**src/rtl/assert_macros.svh**
```systemverilog
// ---------------------------------------------------------------------------
// assert_macros.svh
// Assertion helpers shared by the RTL; empty when SYNTHESIS is defined.
// Uses clk_i and rst_ni of the including module.
// ---------------------------------------------------------------------------
`ifndef ASSERT_MACROS_SVH
`define ASSERT_MACROS_SVH

`ifndef SYNTHESIS
`define NLF_ASSERT(lbl, prop, msg) \
  lbl: assert property (@(posedge clk_i) disable iff (!rst_ni) (prop)) else $error(msg);
`define NLF_ASSERT_NEVER(lbl, cond, msg) `NLF_ASSERT(lbl, !(cond), msg)
`else
`define NLF_ASSERT(lbl, prop, msg)
`define NLF_ASSERT_NEVER(lbl, cond, msg)
`endif

`endif

```
**src/rtl/nlf_pkg.sv**
```systemverilog
// ---------------------------------------------------------------------------
// nlf_pkg
// Types and Q2.30 constants of the single-precision natural log pipeline.
// ---------------------------------------------------------------------------
`default_nettype none

package nlf_pkg;

  localparam int FRAC_BITS_DEF = 24;

  // mantissa segment chosen in the front end
  typedef enum logic [1:0] {
    SEG_DIRECT = 2'd0,
    SEG_K1     = 2'd1,
    SEG_K2     = 2'd2
  } seg_e;

  // per-word sideband that rides along the pipeline
  typedef struct packed {
    logic              domain;
    logic signed [8:0] expo;
    seg_e              seg;
    logic              neg;
  } side_t;

  localparam int SIDE_W = $bits(side_t);

  // Q2.30 constants, rounded to nearest
  localparam logic [29:0]        LIM1     = 30'd944419889;
  localparam logic [29:0]        LIM2     = 30'd708405415;
  localparam logic [30:0]        K1       = 31'd1416810831;
  localparam logic [30:0]        K2       = 31'd1869493100;
  localparam logic signed [31:0] LNK1     = 32'sd297704447;
  localparam logic signed [31:0] LNK2     = 32'sd595408894;
  localparam logic [28:0]        CB       = 29'd286950523;
  localparam logic [29:0]        CC       = 30'd644863570;
  localparam logic [29:0]        LN2      = 30'd744261117;
  localparam logic [30:0]        ONE_Q30  = 31'h4000_0000;

  // divider geometry
  localparam int ZW    = 27;   // |z| quotient bits
  localparam int D1_DW = 32;
  localparam int D1_NW = 59;
  localparam int TW    = 29;   // rational term quotient bits
  localparam int D2_DW = 31;
  localparam int D2_NW = 60;

endpackage

`default_nettype wire

```
**src/rtl/nlf_poly.sv**
```systemverilog
// ---------------------------------------------------------------------------
// nlf_poly
// Rational term: z^2, numerator and denominator polynomials, and the
// second dividend 2z(1-b z^2) over (1-c z^2). Six register stages.
// ---------------------------------------------------------------------------
`default_nettype none

module nlf_poly (
  input  wire logic                  clk_i,
  input  wire logic                  rst_ni,
  input  wire logic                  valid_i,
  input  wire logic [nlf_pkg::ZW-1:0] zmag_i,
  input  wire nlf_pkg::side_t        side_i,
  output logic                       valid_o,
  output logic [nlf_pkg::D2_NW-1:0]  num_o,
  output logic [nlf_pkg::D2_DW-1:0]  den_o,
  output nlf_pkg::side_t             side_o
);

  localparam int ZW = nlf_pkg::ZW;

  logic [5:0]     vld_q;
  nlf_pkg::side_t sd_q [6];
  logic [ZW-1:0]  z_q  [4];
  logic [53:0]    z2p_q, z2r;
  logic [23:0]    z2_q;
  logic [53:0]    cbp_q, ccp_q, cbr, ccr;
  logic [30:0]    nump_q, denp_q, denp5_q;
  logic [57:0]    tp_q, tr;
  logic [28:0]    tmag;
  logic [nlf_pkg::D2_NW-1:0] num6_q;
  logic [30:0]    den6_q;

  // rounding of the Q2.30 products
  assign z2r  = z2p_q + (54'd1 << 29);
  assign cbr  = cbp_q + (54'd1 << 29);
  assign ccr  = ccp_q + (54'd1 << 29);
  assign tr   = tp_q + (58'd1 << 29);
  assign tmag = {tr[57:30], 1'b0};

  always_ff @(posedge clk_i or negedge rst_ni) begin
    if (!rst_ni) begin
      vld_q <= '0;
    end else begin
      vld_q <= {vld_q[4:0], valid_i};
    end
  end

  always_ff @(posedge clk_i) begin
    // sideband and |z| delay line
    sd_q[0] <= side_i;
    for (int i = 1; i < 6; i++) begin
      sd_q[i] <= sd_q[i-1];
    end
    z_q[0] <= zmag_i;
    for (int i = 1; i < 4; i++) begin
      z_q[i] <= z_q[i-1];
    end
    // z^2
    z2p_q   <= 54'(zmag_i) * 54'(zmag_i);
    z2_q    <= z2r[53:30];
    // b*z^2 and c*z^2
    cbp_q   <= 54'(nlf_pkg::CB) * 54'(z2_q);
    ccp_q   <= 54'(nlf_pkg::CC) * 54'(z2_q);
    nump_q  <= nlf_pkg::ONE_Q30 - 31'(cbr[53:30]);
    denp_q  <= nlf_pkg::ONE_Q30 - 31'(ccr[53:30]);
    // z * numerator
    tp_q    <= 58'(z_q[3]) * 58'(nump_q);
    denp5_q <= denp_q;
    // second dividend with half divisor for rounding
    num6_q  <= (nlf_pkg::D2_NW'(tmag) << 30) + nlf_pkg::D2_NW'(denp5_q >> 1);
    den6_q  <= denp5_q;
  end

  assign valid_o = vld_q[5];
  assign num_o   = num6_q;
  assign den_o   = den6_q;
  assign side_o  = sd_q[5];

endmodule

`default_nettype wire

```
**config.mk**
```make
export PLATFORM = sky130hd
export DESIGN_NAME = nlf_poly
export DESIGN_NICKNAME = d
export VERILOG_FILES = /design/src/rtl/assert_macros.svh /design/src/rtl/nlf_pkg.sv /design/src/rtl/nlf_poly.sv
export SDC_FILE = /design/constraint.sdc
export NUM_CORES = 2
export LEC_CHECK = 0
export CAP_MARGIN = 15
export CELL_PAD_IN_SITES_DETAIL_PLACEMENT = 1
export CELL_PAD_IN_SITES_GLOBAL_PLACEMENT = 1
export CORE_MARGIN = 1
export CORE_UTILIZATION = 32
export CTS_CLUSTER_SIZE = 20
export DETAILED_ROUTE_END_ITERATION = 7
export DONT_BUFFER_PORTS = 1
export PLACE_DENSITY_LB_ADDON = 0.1
export SLEW_MARGIN = 20
export SYNTH_ARGS = -nofsm -noshare
export SYNTH_HDL_FRONTEND = slang
export SYNTH_SLANG_ARGS = --single-unit
```
**constraint.sdc**
```tcl
create_clock -name clk_i -period 7.75 [get_ports clk_i]
set_clock_uncertainty 0.2 [all_clocks]
set_input_delay 1.1625 -clock clk_i [delete_from_list [all_inputs] [get_ports clk_i]]
set_output_delay 1.1625 -clock clk_i [all_outputs]
set_load 0.1 [all_outputs]
```
Word level (Yosys, flattened, before mapping). Memories as Yosys holds them, arrays and structs flattened. Cells that the tools add are included.

Register bits: 432. Logic and storage cells: 24. Bits in read-only memories: 0. RAM bits: 186. Bits in latches: 0. Memories kept: 2.

Memory list: z_q (words 4, bits a word 27, read ports 4, clocked after memory_dff 0, write ports 4, RTL line nlf_poly.sv:24) `logic [ZW-1:0] z_q [4];`; sd_q (words 6, bits a word 13, read ports 6, clocked after memory_dff 0, write ports 6, RTL line nlf_poly.sv:23) `nlf_pkg::side_t sd_q [6];`.

Add/subtract/negate cells: 7. Bitwise gates (word level): 0. Shift operators: 0. Multipliers: 4. $lt $le $gt $ge: 0. Div/mod/pow operators: 0. Equal/unequal tests: 0. Reductions and logical operators: 0. Muxes and demuxes: 0.

Operators by type and width (count): 54-bit by 30-bit adder with 54-bit output, second input constant (2); 29-bit by 24-bit multiplier with 53-bit output, first input constant (2); 31-bit by 24-bit subtractor with 31-bit output, first input constant (2); 59-bit by 30-bit adder with 60-bit output (1); 58-bit by 30-bit adder with 58-bit output, second input constant (1); 27-bit by 31-bit multiplier with 58-bit output (1); 53-bit by 30-bit adder with 54-bit output, second input constant (1); 27-bit by 27-bit multiplier with 54-bit output (1).

Logic depth before layout (Yosys ltp).
Depth in word-level cells: 2. Gate-level depth with buffers: 28.

Worst setup path after synthesis. No wires, ideal clock.

Path type: input-to-reg. From: in zmag_i[5] (netlist bit). To: reg z2p_q[51]. Data arrival time: 7.483 ns. Cell stages on the path: 26. Buffers on the path: 2. Setup time: 0.123 ns. Slack: -0.057 ns. Required time: 7.427 ns. Cells stage by stage: clkbuf_1 > clkbuf_1 > nand2_1 > fa_1 > inv_1 > fa_1 > fa_1 > inv_1 > fa_1 > inv_1 > fa_1 > fa_1 > inv_1 > fa_1 > inv_1 > ha_1 > a21o_1 > a21o_1 > a221oi_1 > o21ai_1 > nor2_1 > o21a_1 > nand2b_1 > a221oi_1 > o21bai_1 > xor2_1.

Word-level cells in the longest chain between the ends: 1.

Ends and longest elaborated chain: start: declaration (RTL line nlf_poly.sv:12) `input wire logic [nlf_pkg::ZW-1:0] zmag_i,`; 27-bit by 27-bit multiplier with 54-bit output (RTL line nlf_poly.sv:60) `z2p_q <= 54'(zmag_i) * 54'(zmag_i);`; end signal: assignment (RTL line nlf_poly.sv:60); end: declaration (RTL line nlf_poly.sv:25) `logic [53:0] z2p_q, z2r;`.

Every way passes these cells.

Final worst setup path.
From: reg nump_q[14]. To: reg tp_q[57].

Word-level cells in the longest chain between the ends: 1.

Ends and longest elaborated chain: start: declaration (RTL line nlf_poly.sv:28) `logic [30:0] nump_q, denp_q, denp5_q;`; start signal: assignment (RTL line nlf_poly.sv:65) `nump_q <= nlf_pkg::ONE_Q30 - 31'(cbr[53:30]);`; 27-bit by 31-bit multiplier with 58-bit output (RTL line nlf_poly.sv:68) `tp_q <= 58'(z_q[3]) * 58'(nump_q);`; end signal: assignment (RTL line nlf_poly.sv:68); end: declaration (RTL line nlf_poly.sv:29) `logic [57:0] tp_q, tr;`.

Every way passes these cells.

==> results.json <==
{
  "post-route-period-util": 0.979,
  "antenna_found_initial": 12,
  "rows": 181,
  "slew_violations": 0,
  "initialDrtViolationCount": 1891,
  "place_congestion": 0.879,
  "gr-usage-met1": 0.276,
  "ys_ff_latch": 471,
  "grt_max_degree": 32,
  "synthDistinctLibCells": 96,
  "grt-busiest-layer": "met2",
  "status": "completed",
  "nNetsFinal": 10900,
  "grt_pass1_wl_mm": 376,
  "hp-class": "flop to flop",
  "cpPeakStageDelay_ps": 520,
  "insertion_delay_ps": 720,
  "cp-end-kind": "flop",
  "cp-start-kind": "flop",
  "drtAntennaViolNets": 0,
  "crit-reg2reg-capture": "tp_q[57]",
  "place_ws_ps": -501,
  "cpMaxStageDelayCell": "fa_1",
  "drc": 0,
  "ys_async_sr_fraction": 0.0127,
  "fmax_ghz": 0.132,
  "ys.flop_type": "dfxtp_1",
  "synthCells": 8033,
  "ios": 148,
  "post-route-min-period_ps": 7590,
  "yosysMostFrequentCell": "inv_1",
  "ys_warn_count": 0,
  "fp.coreArea_sq_um": 244000,
  "syn_area_per_cell_sq_um": 9.77,
  "reg2reg_depth": 27,
  "whs_path_depth": 0,
  "hold_violations": 0,
  "cp.required_ps": 8160,
  "synthesis.area_sq_um": 78500,
  "synth_area_leaders": "fa_1 (45%), ha_1 (14%), dfxtp_1 (12%)",
  "finalSetupViolations": 0,
  "path_clk_slew_ps": 60,
  "maxCapViolCount": 0,
  "slew_headroom": 0.299,
  "synth_top_cells_by_count": "inv_1 (2247), fa_1 (1746), ha_1 (868)",
  "start_util": 0.322,
  "wl_per_cell_um": 20.9,
  "cts_made_buffers": 57,
  "drive_gt1_frac": 0.0842,
  "area_growth_pct": 11.5,
  "gr-usage-met2": 0.341,
  "hpwlAfterDp_mm": 207,
  "crit_arrival_ps": 7990,
  "clkSinkCount": 471,
  "vias": 52500,
  "cts_setup_buffers": 0,
  "rsz0062_at_grt": "yes",
  "grt_pass1_vias": 61300,
  "worstSetupPathType": "flop to flop",
  "r2r-start": "nump_q[14]",
  "crit_top_cell": "fa_1",
  "crit_buf_inv": 8,
  "synth-edff-count": 0,
  "first_pass_iters": 5,
  "fp.dieH_um": 497,
  "die_x_um": 497,
  "worst_pin_slew_ps": 1050,
  "fill_cells": 27700,
  "ff2ff_setup_slack_ps": 160,
  "critPathTopFamily": "adder cells",
  "grt_overflow_total": 0,
  "crit_fanout": 7,
  "grt_util_met3": 0.0182,
  "min-delay-start": "denp5_q[18]",
  "cts_tree": "yes",
  "yosys.area.top_type": "fa_1",
  "ys_seq_area_frac": 0.120,
  "min_to": "den_o[18]",
  "io_buffers": 0,
  "yosysTopAreaCellShare": 0.445,
  "dieArea_sq_um": 247000,
  "final.setup.worst_slack_ps": 164,
  "root_buffer": "clkbuf_16",
  "wl_mm": 241,
  "globalRouteTotalUtil": 0.201,
  "cts.path.max_buffers": 3,
  "htreeDepth": 2,
  "viasPerCell": 4.55
}
-- cell type report --
cell class | instances | area, sq um | area share
diodes | 7 | 17.5 | 0.000200
clock buffers | 73 | 1580 | 0.0180
clock inverters | 35 | 447 | 0.00510
inverters | 2248 | 8440 | 0.0964
multi-input cells | 5030 | 59500 | 0.679
flip-flops and latches | 471 | 9520 | 0.109
well taps | 3202 | 4010 | 0.0458
repair buffers | 481 | 4070 | 0.0465
-- sequential cells by signal, summed over array words and instances (netlist names) --
register / flops
cbp_q: 24
ccp_q: 25
den_o: 30
denp5_q: 31
denp_q: 31
num_o: 29
nump_q: 31
sd_q: 78
tp_q: 29
vld_q: 6
z2_q: 24
z2p_q: 25
z_q: 108
-- metrics by stage --
step                cells  setup TNS [ps]   util  area [sq um]  hold WS [ps]
detailed placement  11400           -4770  0.350         85400           113
global placement    11400           -3230  0.350         85400           110
finish              11500               0  0.359         87600          80.4
global route        11500            -111  0.359         87500          77.9
CTS                 11500               0  0.359         87400          70.6
floorplan            8034               0      -         78500           110
-- per-layer routing --
layer / up-vias / share of wire
met5: - / 0
met4: 0 / 0.024
met3: 189 / 0.028
met2: 570 / 0.48
met1: 27600 / 0.47
li1: 24100 / -
-- worst max path at each step --
| stage | from | endpoint | slack (ps) | cells after the start |
|---|---|---|---|---|
| global route | nump_q[14] | tp_q[57] | -100 | 28 |
| global placement | zmag_i[5] | z2p_q[53] | -390 | 25 |
| finish | nump_q[14] | tp_q[57] | 160 | 27 |
| detailed placement | zmag_i[5] | z2p_q[53] | -500 | 25 |
| floorplan | zmag_i[8] | z2p_q[51] | 20 | 24 |
| CTS | nump_q[14] | tp_q[57] | 10 | 25 |
-- what timing repair did --
action | in CTS | in global routing
resized for setup | 6 | 41
hold endpoints to repair | 6 | 0
endpoints found under the setup margin | 3 | 31
cloned | 0 | 0
hold buffers | 1 | 0
-- cells in the final DEF (no fill, tap or decap), types with 57 or more instances in the layout --
cell type and n:
clkbuf_16 57, xnor2_1 156, fa_1 1740, xor2_1 69
a21oi_1 135, o21ai_0 69, nand2_1 832, buf_4 437
inv_1 2247, nand3_1 66, nor2_1 125, dfxtp_1 419
and2_1 444, a21o_1 66, ha_1 866
-- cell families (layout without fill, tap and decap cells) --
| logic type | Yosys count | in the layout | synth area share |
|---|---|---|---|
| AO/OA/AOI/OAI | 452 | 452 | 0.0376 |
| XOR/XNOR | 225 | 225 | 0.0251 |
| buffers and inverters | 2533 | 2837 | 0.123 |
| AND/OR/NAND/NOR | 1723 | 1723 | 0.108 |
| adder cells (fa/ha/maj) | 2614 | 2614 | 0.583 |
| multiplexers | 14 | 14 | 0.00188 |
| other | 1 | 9 | 0.0000478 |
| flip-flops | 471 | 471 | 0.120 |
Power is left out: the tool's default activity adds up to more than one toggle a clock period on the data nets, which glitch-free logic cannot reach.
